===== config.mk =====
export PLATFORM = sky130hd
export DESIGN_NAME = utf8_to_code_point_decoder
export DESIGN_NICKNAME = d
export VERILOG_FILES = /design/src/rtl/core/u8cpd_pkg.sv /design/src/rtl/core/utf8_to_code_point_decoder.sv
export SDC_FILE = /design/constraint.sdc
export NUM_CORES = 1
export LEC_CHECK = 0
export BUFFER_PORTS_ARGS = -buffer_cell sky130_fd_sc_hd__buf_4
export CAP_MARGIN = 15
export CORE_ASPECT_RATIO = 0.8
export CORE_UTILIZATION = 46
export DETAILED_ROUTE_END_ITERATION = 10
export SLEW_MARGIN = 10
export SYNTH_ARGS = -nofsm -noshare
export SYNTH_HDL_FRONTEND = slang
export SYNTH_SLANG_ARGS = --single-unit

===== constraint.sdc =====
create_clock -name aclk -period 12.96 [get_ports aclk]
set_input_delay 2.592 -clock aclk [delete_from_list [all_inputs] [get_ports aclk]]
set_output_delay 2.592 -clock aclk [all_outputs]
set_load 0.02 [all_outputs]

===== src/rtl/core/u8cpd_pkg.sv =====
// Shared types, constants and helper functions for the UTF-8 to code point decoder.
// Has no dependencies; the decoder top level refers to it by scoped names.
`timescale 1ns / 1ps

package u8cpd_pkg;

    // Width of the per-string code point counter.
    localparam int COUNT_BITS = 16;
    localparam logic [31:0] COUNT_MAX = 32'((64'd1 << COUNT_BITS) - 64'd1);

    localparam int CP_W    = 21;
    localparam int CAP_W   = 16;
    localparam int TOTAL_W = 16;

    // A byte can produce at most three results: up to two code points and a terminator.
    localparam int MAX_RESULTS = 3;
    localparam logic [15:0] CAP_RESET = 16'hFFFF;

    // Lead byte masks and patterns.
    localparam logic [7:0] ASCII_LIMIT = 8'h80;
    localparam logic [7:0] MASK_2B     = 8'hE0;
    localparam logic [7:0] PAT_2B      = 8'hC0;
    localparam logic [7:0] BITS_2B     = 8'h1F;
    localparam logic [7:0] MASK_3B     = 8'hF0;
    localparam logic [7:0] PAT_3B      = 8'hE0;
    localparam logic [7:0] BITS_3B     = 8'h0F;
    localparam logic [7:0] MASK_4B     = 8'hF8;
    localparam logic [7:0] PAT_4B      = 8'hF0;
    localparam logic [7:0] BITS_4B     = 8'h07;
    localparam logic [7:0] CONT_BITS   = 8'h3F;

    typedef logic [COUNT_BITS-1:0] count_t;

    // Classification of one lead byte: ok is low for a byte that is skipped,
    // len is the number of following bytes, bits the payload bits of the lead.
    typedef struct packed {
        logic       ok;
        logic [1:0] len;
        logic [6:0] bits;
    } lead_t;

    // One result as it waits in the output buffer.
    typedef struct packed {
        logic [CP_W-1:0]    code_point;
        logic               has_code_point;
        logic               end_of_string;
        logic [TOTAL_W-1:0] total_count;
    } result_t;

    function automatic lead_t lead_decode(input logic [7:0] c);
        lead_t r;
        r = '0;
        if (c < ASCII_LIMIT) begin
            r.ok   = 1'b1;
            r.len  = 2'd0;
            r.bits = c[6:0];
        end else if ((c & MASK_2B) == PAT_2B) begin
            r.ok   = 1'b1;
            r.len  = 2'd1;
            r.bits = 7'(c & BITS_2B);
        end else if ((c & MASK_3B) == PAT_3B) begin
            r.ok   = 1'b1;
            r.len  = 2'd2;
            r.bits = 7'(c & BITS_3B);
        end else if ((c & MASK_4B) == PAT_4B) begin
            r.ok   = 1'b1;
            r.len  = 2'd3;
            r.bits = 7'(c & BITS_4B);
        end
        return r;
    endfunction

    function automatic result_t make_result(input logic [CP_W-1:0] cp, input logic has,
                                            input logic eos, input count_t cnt);
        result_t r;
        r.code_point     = cp;
        r.has_code_point = has;
        r.end_of_string  = eos;
        r.total_count    = TOTAL_W'(cnt);
        return r;
    endfunction

endpackage


===== src/rtl/core/utf8_to_code_point_decoder.sv =====
// UTF-8 to code point decoder, top level: byte decode, string state and result buffer.
// Depends on u8cpd_pkg for types, constants and the lead byte classifier.
`timescale 1ns / 1ps

// The decoder takes a UTF-8 string one byte per request on the s_ channel, with
// s_in_last marking the final byte, and gives code points of up to 21 bits on the
// m_ channel, followed by one terminator result per string that carries the count
// of code points given. Each byte is decoded in the cycle it is accepted and its
// results are loaded into a three-entry output buffer that drains one result per
// cycle while m_ready is high. A byte that gives at most one result is taken every
// cycle while m_ready is high; a byte that gives more results (up to three, only on
// the final byte of a string) holds the input until all but the last of its results
// have left, since the single output port sends one result at a time. Continuation
// bytes are taken whole, without checking their top bits. At most out_capacity code
// points are given per string; write the capacity only while the block is idle.
// cfg_ready is always high.
module utf8_to_code_point_decoder (
    input  logic                                aclk,
    input  logic                                aresetn,

    input  logic                                cfg_valid,
    output logic                                cfg_ready,
    input  logic [u8cpd_pkg::CAP_W-1:0]         cfg_out_capacity,

    input  logic                                s_valid,
    output logic                                s_ready,
    input  logic [7:0]                          s_in_byte,
    input  logic                                s_in_last,

    output logic                                m_valid,
    input  logic                                m_ready,
    output logic [u8cpd_pkg::CP_W-1:0]          m_code_point,
    output logic                                m_has_code_point,
    output logic                                m_end_of_string,
    output logic [u8cpd_pkg::TOTAL_W-1:0]       m_total_count
);

    // String state. held0_reg keeps the first byte taken after a pending lead;
    // it is only read while held_valid_reg is set.
    logic [1:0]                     needed_reg,     needed_next;
    logic [u8cpd_pkg::CP_W-1:0]     pv_reg,         pv_next;
    logic                           held_valid_reg, held_valid_next;
    logic [7:0]                     held0_reg;
    u8cpd_pkg::count_t              emitted_reg,    emitted_next;
    logic [u8cpd_pkg::CAP_W-1:0]    cap_reg;

    // Output buffer: fill_reg entries loaded, rd_reg is the next one to send.
    u8cpd_pkg::result_t             slots_reg [u8cpd_pkg::MAX_RESULTS];
    u8cpd_pkg::result_t             slots_next [u8cpd_pkg::MAX_RESULTS];
    logic [1:0]                     rd_reg,   rd_next;
    logic [1:0]                     fill_reg, fill_next;

    logic                           s_accept;
    logic                           m_accept;
    logic                           buf_empty;
    logic                           buf_last;
    u8cpd_pkg::count_t              limit;
    logic [31:0]                    cap_ext;
    u8cpd_pkg::result_t             head;

    assign cfg_ready = 1'b1;

    // The effective capacity is also bounded by what the counter can hold.
    assign cap_ext = 32'(cap_reg);
    assign limit   = u8cpd_pkg::COUNT_BITS'((cap_ext < u8cpd_pkg::COUNT_MAX) ?
                                            cap_ext : u8cpd_pkg::COUNT_MAX);

    // The input is taken when the buffer is empty or its last entry leaves now.
    assign buf_empty = (rd_reg == fill_reg);
    assign buf_last  = ((rd_reg + 2'd1) == fill_reg);
    assign s_ready   = buf_empty || (m_ready && buf_last);
    assign s_accept  = s_valid && s_ready;

    assign m_valid   = !buf_empty;
    assign m_accept  = m_valid && m_ready;

    assign head             = slots_reg[rd_reg];
    assign m_code_point     = head.code_point;
    assign m_has_code_point = head.has_code_point;
    assign m_end_of_string  = head.end_of_string;
    assign m_total_count    = head.total_count;

    always_comb begin
        u8cpd_pkg::lead_t           ld;
        u8cpd_pkg::lead_t           l0;
        u8cpd_pkg::lead_t           l1;
        u8cpd_pkg::count_t          cnt;
        logic [1:0]                 idx;
        logic [u8cpd_pkg::CP_W-1:0] pv_new;
        logic [7:0]                 x0;
        logic                       pair;

        needed_next     = needed_reg;
        pv_next         = pv_reg;
        held_valid_next = held_valid_reg;
        emitted_next    = emitted_reg;
        rd_next         = rd_reg;
        fill_next       = fill_reg;
        for (int i = 0; i < u8cpd_pkg::MAX_RESULTS; i++) begin
            slots_next[i] = slots_reg[i];
        end

        ld     = u8cpd_pkg::lead_decode(s_in_byte);
        x0     = held_valid_reg ? held0_reg : s_in_byte;
        l0     = u8cpd_pkg::lead_decode(x0);
        l1     = ld;
        pv_new = {pv_reg[u8cpd_pkg::CP_W-7:0], s_in_byte[5:0]};
        pair   = held_valid_reg && l0.ok && (l0.len == 2'd1);
        cnt    = emitted_reg;
        idx    = 2'd0;

        if (m_accept) begin
            rd_next = rd_reg + 2'd1;
        end

        if (s_accept) begin
            if (needed_reg != 2'd0) begin
                // Continuation: low six bits appended, byte kept for a redecode.
                held_valid_next = 1'b1;
                needed_next     = needed_reg - 2'd1;
                if (needed_reg == 2'd1) begin
                    cnt             = cnt + u8cpd_pkg::count_t'(1);
                    slots_next[idx] = u8cpd_pkg::make_result(pv_new, 1'b1, 1'b0, cnt);
                    idx             = idx + 2'd1;
                    pv_next         = '0;
                    held_valid_next = 1'b0;
                end else begin
                    pv_next = pv_new;
                end
            end else if (cnt < limit) begin
                if (ld.ok && (ld.len == 2'd0)) begin
                    cnt             = cnt + u8cpd_pkg::count_t'(1);
                    slots_next[idx] = u8cpd_pkg::make_result(u8cpd_pkg::CP_W'(ld.bits),
                                                             1'b1, 1'b0, cnt);
                    idx             = idx + 2'd1;
                end else if (ld.ok && !s_in_last) begin
                    needed_next     = ld.len;
                    pv_next         = u8cpd_pkg::CP_W'(ld.bits);
                    held_valid_next = 1'b0;
                end
            end

            if (s_in_last) begin
                // The string ends inside a sequence: the lead is dropped and the
                // held bytes (one or two, the current byte last) are decoded as leads.
                if (needed_reg >= 2'd2) begin
                    if ((cnt < limit) && l0.ok && ((l0.len == 2'd0) || pair)) begin
                        cnt             = cnt + u8cpd_pkg::count_t'(1);
                        slots_next[idx] = u8cpd_pkg::make_result(
                            pair ? u8cpd_pkg::CP_W'({l0.bits, s_in_byte[5:0]}) :
                                   u8cpd_pkg::CP_W'(l0.bits),
                            1'b1, 1'b0, cnt);
                        idx             = idx + 2'd1;
                    end
                    if (held_valid_reg && !pair && (cnt < limit) && l1.ok &&
                        (l1.len == 2'd0)) begin
                        cnt             = cnt + u8cpd_pkg::count_t'(1);
                        slots_next[idx] = u8cpd_pkg::make_result(
                            u8cpd_pkg::CP_W'(l1.bits), 1'b1, 1'b0, cnt);
                        idx             = idx + 2'd1;
                    end
                end
                slots_next[idx] = u8cpd_pkg::make_result('0, 1'b0, 1'b1, cnt);
                idx             = idx + 2'd1;
                needed_next     = 2'd0;
                pv_next         = '0;
                held_valid_next = 1'b0;
                emitted_next    = '0;
            end else begin
                emitted_next = cnt;
            end

            rd_next   = 2'd0;
            fill_next = idx;
        end
    end

    always_ff @(posedge aclk) begin
        if (!aresetn) begin
            needed_reg     <= 2'd0;
            pv_reg         <= '0;
            held_valid_reg <= 1'b0;
            emitted_reg    <= '0;
            cap_reg        <= u8cpd_pkg::CAP_RESET;
            rd_reg         <= 2'd0;
            fill_reg       <= 2'd0;
        end else begin
            needed_reg     <= needed_next;
            pv_reg         <= pv_next;
            held_valid_reg <= held_valid_next;
            emitted_reg    <= emitted_next;
            rd_reg         <= rd_next;
            fill_reg       <= fill_next;
            if (cfg_valid && cfg_ready) begin
                cap_reg <= cfg_out_capacity;
            end
        end
    end

    // Payload registers carry no reset.
    always_ff @(posedge aclk) begin
        if (s_accept && (needed_reg != 2'd0) && !held_valid_reg) begin
            held0_reg <= s_in_byte;
        end
        for (int i = 0; i < u8cpd_pkg::MAX_RESULTS; i++) begin
            slots_reg[i] <= slots_next[i];
        end
    end

endmodule

==> results of run 1 <==
## through the flow
stage / setup slack [ps] / total power [W] / hold slack [ps] / std cells / cell area (sq um)
after global routing: 296 / 0.00164 / 539 / 2119 / 15300
after CTS: 1160 / 0.00158 / 474 / 2119 / 15300
after detailed placement: 679 / 0.00104 / 464 / 2087 / 14700
final: 852 / 0.00158 / 478 / 2120 / 15300
after floorplan: 2060 / 0.000906 / 485 / 1706 / 13900
after global placement: 976 / 0.00103 / 440 / 2087 / 14700
## cell usage after synthesis (all sizes together), types with 26 or more instances
master	count	area share (%)
ha	52	4.7
mux2i	61	4.4
nand3	49	1.8
a21oi	114	4.2
o21ai	141	5.1
xnor2	54	3.5
nand2	244	6.6
nor2	138	3.7
dfxtp	56	8.1
o211ai	38	2.0
clkbuf	109	2.9
xor2	33	2.1
inv	50	1.3
and3	57	2.6
edfxtp	125	27
nor3	29	1.0
o22ai	26	1.3
a211oi	27	1.5
## power groups by stage
stage	combinational, W	clock [W]	sequential [W]
4_1_cts	0.000329	0.000557	0.000696
2_1_floorplan	0.000211	0	0.000695
6_report	0.000333	0.000553	0.000698
5_1_grt	0.000361	0.000578	0.000702
3_5_place_dp	0.000328	0	0.000709
3_3_place_gp	0.000326	0	0.000709
## cells by family (layout without fill, tap and decap cells)
family | Yosys count | count (layout) | synth area share [%]
buf+inv | 183 | 190 | 5.03
xor+xnor | 87 | 87 | 5.53
simple gates | 628 | 628 | 21.1
compound gates | 506 | 506 | 23.7
other cells | 1 | 2 | 0.0269
flops | 181 | 181 | 35.0
fa+ha+maj | 52 | 52 | 4.67
mux | 68 | 68 | 4.95
## placed cells by master, fill, tap and decap left out, drive strengths merged, types with 13 or more instances in the layout
master  count
a21oi     114
xnor2      54
a211oi     27
clkbuf     18
mux2i      61
o22ai      26
ha         52
nor2      138
nand2     244
buf       108
edfxtp    125
nand4      16
o21ai     141
inv        55
and2       22
a31oi      18
nand3      49
xor2       33
nor3       29
nor2b      23
a21o       15
o211ai     38
dfxtp      56
and3       57
a22o       13
## cell type report
| cell class | instances | area, sq um |
|---|---|---|
| multi-input combinational | 1342 | 8370 |
| fill | 2780 | 14200 |
| antenna | 1 | 2.50 |
| timing repair buffer | 108 | 811 |
| clock inverter | 14 | 161 |
| clock buffer | 18 | 429 |
| inverter | 50 | 188 |
| tap | 406 | 508 |
| sequential | 181 | 4880 |
## metal layers
layer / part of all wire (%) / wire, microns / track usage, %
met2: 39 / 20300 / 45.3
met4: 1.9 / 987 / 8.48
met3: 12 / 6400 / 9.22
met1: 47 / 24900 / 53.0
met5: 0 / 0 / 0
## worst paths after layout
kind	startpoint	to	slack, ps	depth (start not counted)
worst max register to register	emitted_reg[9]$_SDFFE_PN0P_	slots_reg[0][35]$_DFFE_PP_	1390	38
worst min-delay path	emitted_reg[3]$_SDFFE_PN0P_	emitted_reg[3]$_SDFFE_PN0P_	480	1
worst max-delay path	s_in_byte[7]	slots_reg[0][35]$_DFFE_PP_	850	36
worst min register to register	emitted_reg[3]$_SDFFE_PN0P_	emitted_reg[3]$_SDFFE_PN0P_	480	1
==> results.toml, run 1 <==
[placement]
gp_congestion = 1.02
port-buffer-count = 70
hpwl_microns = 38700

[synth]
avgSynthCellArea_sq_um = 8.16
synth_cells = 1706
synth-seq-area-share_pct = 35.0
synthesis.nets = 1788
postSynth.asyncResetShare_pct = 0
synth-seq-cells = 181
synth_top_flop_cell = "edfxtp_1"
yosysWarningCount = 0
synth-edff-count = 125
synthesis.area_sq_mm = 0.0139
synth_cell_types = 82

[layout]
drive_above_1_share_pct = 10.4
nets = 1782
final_util_pct = 52.0
area_growth_pct = 10.2

[worst_setup_path]
worst_path_largest_cell_delay_ps = 810
worstPathRequired_ps = 13130
path_class = "primary input to flip-flop"
worst-endpoint-arrival_ps = 12270
critPathMostFrequentCell = "buf_4"
crit_buf_inv = 7
cpLargestDelayFamily = "compound AO/OA/AOI/OAI gates"
crit_path_max_fanout = 35
cpMaxStageDelayCell = "ha_1"
cp-start-kind = "primary input"
crit_path_end_kind = "flip-flop"

[routing]
drt-total-wl_microns = 52600
drt_first_pass_iters = 5
first_iter_violations = 1715
vias_per_cell = 6.36
via_count = 13500
wl_per_cell_microns = 24.8
drc_errors = 0
ant_nets = 0

[min_path]
hp-class = "flip-flop to flip-flop"

[cts]
h-tree-depth = 4
clk_latency_ps = 460
cts_max_path_buffers = 2
cts_tree = "built"
post_cts_buffers = 0
clkSinkCount = 181
cts_resized = 0
clockRootBuffer = "clkbuf_16"
ctsHoldBuffers = 0
cts_made_buffers = 17
path_clk_slew_ps = 70

[floorplanning]
die_h_microns = 158
die_area_sq_mm = 0.0310
start_util_pct = 47.2
row_count = 56
io_pins = 72
coreArea_sq_mm = 0.0295
die_w_microns = 196

[power]
p_clk_share_pct = 34.9
p_leak_nw = 5.89
p_int_w = 0.00107
seqPwrFrac_pct = 44.1
power_switching_w = 0.000509
ir_worst_vdd_mv = 0.0947
comb_power_share_pct = 21.0
switching_share_pct = 32.2
p_per_area_mw_per_mm2 = 103

[global_route]
grt_pass1_wl_microns = 78300
overflow = 0
antenna_found_initial = 0
grt_pass1_vias = 12000
grt_usage_pct = 34.1
grt_max_degree = 79

[sta]
fmax_mhz = 82.6
rsz0062_at_grt = "false"
maxSlewViolCount = 0
fin_crit_ps = 12110
max-slew-margin-rel_pct = 25.1
worst_slew_pin_slew_ps = 1120
min_period_over_period_pct = 93.4
finalSetupViolations = 0
finalHoldViolations = 0
fin_skew_ps = 17.7
setup_tns_ps = 0

[status]
status = "finished clean"

[run]
maxCapViolations = 0
No activity file was read; power rests on OpenSTA's default activity.
==> run 2: changes to the inputs <==
clock period = 15.6 ns   (was 12.96 ns; I/O delays follow)
==> run 2 against run 1 <==
Effect of this change: combinational power decreased by 17%; utilization is 0.14 points lower; non-clock buffer count down 6; die area unchanged; critical path type unchanged; largest cell class unchanged.
==> results.toml, run 2 (same netlist as run 1, synthesis figures left out) <==
[sta]
max-slew-margin-rel_pct = 18.4
holdWs_ps = 527
fmax_mhz = 75.7
fin_skew_ps = 14.0
fin_crit_ps = 13200
worst_slew_pin_slew_ps = 1210
finalSetupViolations = 0
rsz0062_at_grt = "false"
maxSlewViolCount = 0
setup_tns_ps = 0
fin_ws_ps = 2400
min_period_over_period_pct = 84.6
finalHoldViolations = 0

[floorplanning]
coreArea_sq_mm = 0.0295
row_count = 56
start_util_pct = 47.2
io_pins = 72
die_w_microns = 196
die_h_microns = 158
die_area_sq_mm = 0.0310

[routing]
wl_per_cell_microns = 25.7
drt-total-wl_microns = 54400
via_count = 13600
vias_per_cell = 6.44
first_iter_violations = 1753
drt_first_pass_iters = 6
drc_errors = 0
ant_nets = 0

[layout]
drive_above_1_share_pct = 9.96
final_common_cell = "nand2_1"
nets = 1776
area_growth_pct = 9.94
layout.cells.non_filler = 2113
antenna_cells = 0
finalInstanceArea_sq_mm = 0.0153
layout_common_cells = "244 x nand2_1, 137 x o21ai_0, 137 x nor2_1"

[cts]
path_clk_slew_ps = 70
clkSinkCount = 181
cts_made_buffers = 17
clk_latency_ps = 450
clockRootBuffer = "clkbuf_16"
post_cts_buffers = 0
ctsHoldBuffers = 0
cts_resized = 0
cts_tree = "built"
cts_max_path_buffers = 2
h-tree-depth = 4

[global_route]
grt_pass1_vias = 12200
overflow = 0
grt_pass1_wl_microns = 81200
antenna_found_initial = 0
grt_max_degree = 79
grt_usage_pct = 35.3
use_met3_pct = 8.54
grt-busiest-layer = "met1"
grtUsageMet1_pct = 54.3
met2_usage_pct = 48.7

[placement]
dpl_cell_area_sq_mm = 0.0147
port-buffer-count = 70
hpwl_microns = 40100
gp_congestion = 0.982
post-place-cells = 2080
dpl_worst_slack_ps = 2270

[worst_setup_path]
crit_path_max_fanout = 40
cp-start-kind = "primary input"
crit_path_end_kind = "flip-flop"
path_class = "primary input to flip-flop"
worst_path_largest_cell_delay_ps = 780
worst-endpoint-arrival_ps = 13370
critPathMostFrequentCell = "nor2_1"
cpMaxStageDelayCell = "ha_1"
worstPathRequired_ps = 15760

[min_path]
hp-class = "flip-flop to flip-flop"

[status]
status = "finished clean"

[run]
maxCapViolations = 0

[power]
ir_worst_vdd_mv = 0.0669
p_leak_nw = 5.87
p_per_area_mw_per_mm2 = 87.2
[run 2: changes by cell type in the layout (fill, tap and decap cells not counted), sizes merged]
cell and delta:
clkinvlp -1, clkinv +1, bufinv +1, diode -1
inv -2, clkbuf +2, buf -7
[run 2: worst max-delay path: cells and delay by family]
family | cells | cell delay [ps]
AO/OA/AOI/OAI | 12 | 3120
XOR/XNOR | 3 | 1070
adder cells (fa/ha/maj) | 3 | 1490
buffers and inverters | 6 | 1720
AND/OR/NAND/NOR | 12 | 2810
[run 2: worst paths after layout]
kind / endpoint / cells past startpoint / slack, ps / from
max: slots_reg[0][32]$_DFFE_PP_ / 36 / 2400 / s_in_byte[7]
min: pv_reg[11]$_SDFFE_PN0P_ / 2 / 530 / pv_reg[11]$_SDFFE_PN0P_
max reg2reg: slots_reg[0][32]$_DFFE_PP_ / 38 / 3460 / emitted_reg[9]$_SDFFE_PN0P_
min reg2reg: pv_reg[11]$_SDFFE_PN0P_ / 2 / 530 / pv_reg[11]$_SDFFE_PN0P_
[run 2: power breakdown]
part	switching (W)	internal [W]
Combinational	0.000181	0.0000974
Sequential	0.0000261	0.000554
Clock	0.000220	0.000257
[run 2: layout make-up]
cell class	count	area [sq um]
fill	2867	14200
timing repair buffer	102	763
tap	406	508
multi-input combinational	1342	8360
inverter	50	188
clock inverter	13	175
clock buffer	19	433
sequential	181	4880
[run 2: through the flow]
stage	utilization, %	total power [W]
2_1_floorplan	-	0.000752
4_1_cts	51.9	0.00133
3_3_place_gp	49.8	0.000861
3_5_place_dp	49.8	0.000863
6_report	51.9	0.00133
5_1_grt	51.9	0.00138
[run 2: per-layer routing]
layer  wire [microns]  share of wire (%)  vias up
met5                0                  0        -
met4              879                1.6        0
met3             6000                 11       66
met2            21700                 40      769
met1            25800                 47     6535
li1                 -                  -     6228
==> run 3: changes to the inputs <==
PLACE_DENSITY = 0.65   (was not set)
clock period = 11.3 ns   (was 15.6 ns; I/O delays follow)
==> run 3 against run 2 <==
Effect of this change: total power up 35%; sequential power up 39%; worst hold slack better by 3.5 ps; count of clock-buffer cells in the layout down 2; die area unchanged; final cell count up 1.6%; global-route usage down 1.5 points; clock skew up 2.7 ps; via count down 0.27%.
==> results.toml, run 3 (same netlist as run 1, synthesis figures left out) <==
[status]
status = "finished clean"

[global_route]
antenna_found_initial = 0
overflow = 0
grt_pass1_wl_microns = 77800
grt_usage_pct = 33.8
grt_pass1_vias = 12100
grt_max_degree = 79

[cts]
cts_resized = 0
cts_max_path_buffers = 2
h-tree-depth = 4
path_clk_slew_ps = 80
ctsHoldBuffers = 0
clkSinkCount = 181
cts_tree = "built"
post_cts_buffers = 0
cts_made_buffers = 17
clk_latency_ps = 450
clockRootBuffer = "clkbuf_16"

[layout]
antenna_cells = 0
drive_above_1_share_pct = 11.7
final_common_cell = "nand2_1"
nets = 1809
finalInstanceArea_sq_mm = 0.0155
area_growth_pct = 11.5
layout_common_cells = "244 x nand2_1, 137 x o21ai_0, 137 x nor2_1"

[power]
total_power_w = 0.00181
ir_worst_vdd_mv = 0.105
p_leak_nw = 6.02
p_per_area_mw_per_mm2 = 116

[routing]
wl_per_cell_microns = 24.4
drc_errors = 0
first_iter_violations = 1918
vias_per_cell = 6.32
ant_nets = 0
drt-total-wl_microns = 52400
drt_first_pass_iters = 8
via_count = 13600

[sta]
fmax_mhz = 93.5
setup_tns_ps = 0
min_period_over_period_pct = 94.7
rsz0062_at_grt = "false"
max-slew-margin-rel_pct = 23.3
maxSlewViolCount = 0
finalSetupViolations = 0
fin_crit_ps = 10700
finalHoldViolations = 0
fin_skew_ps = 16.7
worst_slew_pin_slew_ps = 1140

[floorplanning]
die_area_sq_mm = 0.0310
io_pins = 72
die_h_microns = 158
row_count = 56
die_w_microns = 196
coreArea_sq_mm = 0.0295
start_util_pct = 47.2

[run]
maxCapViolations = 0

[worst_setup_path]
worstPathRequired_ps = 11490
r2r_start = "emitted_reg[11]$_SDFFE_PN0P_"
r2r-end = "slots_reg[0][8]$_DFFE_PP_"
crit_path_end_kind = "flip-flop"
cp-start-kind = "primary input"
rr_worst_depth = 37
path_class = "primary input to flip-flop"
worst_path_largest_cell_delay_ps = 530
cpMaxStageDelayCell = "or4_1"
worst-endpoint-arrival_ps = 10880
regToRegSetupSlack_ps = 870
crit_path_max_fanout = 13

[min_path]
holdPathStages = 2
hp-class = "flip-flop to flip-flop"
holdPathEnd = "pv_reg[12]$_SDFFE_PN0P_"
hp-start = "pv_reg[12]$_SDFFE_PN0P_"

[placement]
dpl_cell_area_sq_mm = 0.0149
hpwl_microns = 39100
port-buffer-count = 70
gp_congestion = 1.04
-- run 3: where the power goes --
part           switching [W]  leakage (nW)  internal, W
logic               0.000250          4.14     0.000139
registers          0.0000404          1.62     0.000764
clock network       0.000302         0.271     0.000310
-- run 3: metal layers --
| metal | up-vias | part of all wire, % | GRT usage, % |
|---|---|---|---|
| met5 | - | 0 | 0 |
| met4 | 0 | 1.1 | 5.88 |
| met3 | 61 | 14 | 12.3 |
| met2 | 829 | 39 | 45.3 |
| met1 | 6377 | 46 | 51.1 |
| li1 | 6294 | - | - |
-- run 3: worst max-delay path, delay by kind of cell --
kind                     cells  cell delay [ps]
AND/OR/NAND/NOR              7             1910
adder cells (fa/ha/maj)      3             1080
AO/OA/AOI/OAI               18             4090
XOR/XNOR                     3             1030
buffers and inverters        4              500
-- run 3: worst max-delay path by stage --
stage / start / to / depth (start not counted)
finish: s_in_byte[7] / slots_reg[0][8]$_DFFE_PP_ / 35
floorplan: s_in_byte[7] / flip-flop / 37
detailed placement: s_in_byte[7] / slots_reg[0][30]$_DFFE_PP_ / 34
CTS: s_in_byte[7] / slots_reg[0][30]$_DFFE_PP_ / 36
global placement: s_in_byte[7] / slots_reg[0][35]$_DFFE_PP_ / 34
global route: s_in_byte[7] / slots_reg[0][3]$_DFFE_PP_ / 40
-- run 3: through the flow --
stage	hold slack (ps)	util, %	setup slack (ps)	cells
finish	530	52.6	604	2146
global route	563	52.6	58.1	2146
CTS	540	52.5	759	2144
detailed placement	518	50.6	309	2112
global placement	510	50.6	573	2112
floorplan	485	-	734	1706
-- run 3: area by class of cell --
| cell class | instances | area (sq um) |
|---|---|---|
| Fill cell | 2829 | 14000 |
| Multi-Input combinational cell | 1342 | 8370 |
| Sequential cell | 181 | 4880 |
| Timing Repair Buffer | 135 | 1010 |
| Tap cell | 406 | 508 |
| Clock buffer | 17 | 425 |
| Inverter | 50 | 188 |
| Clock inverter | 15 | 144 |
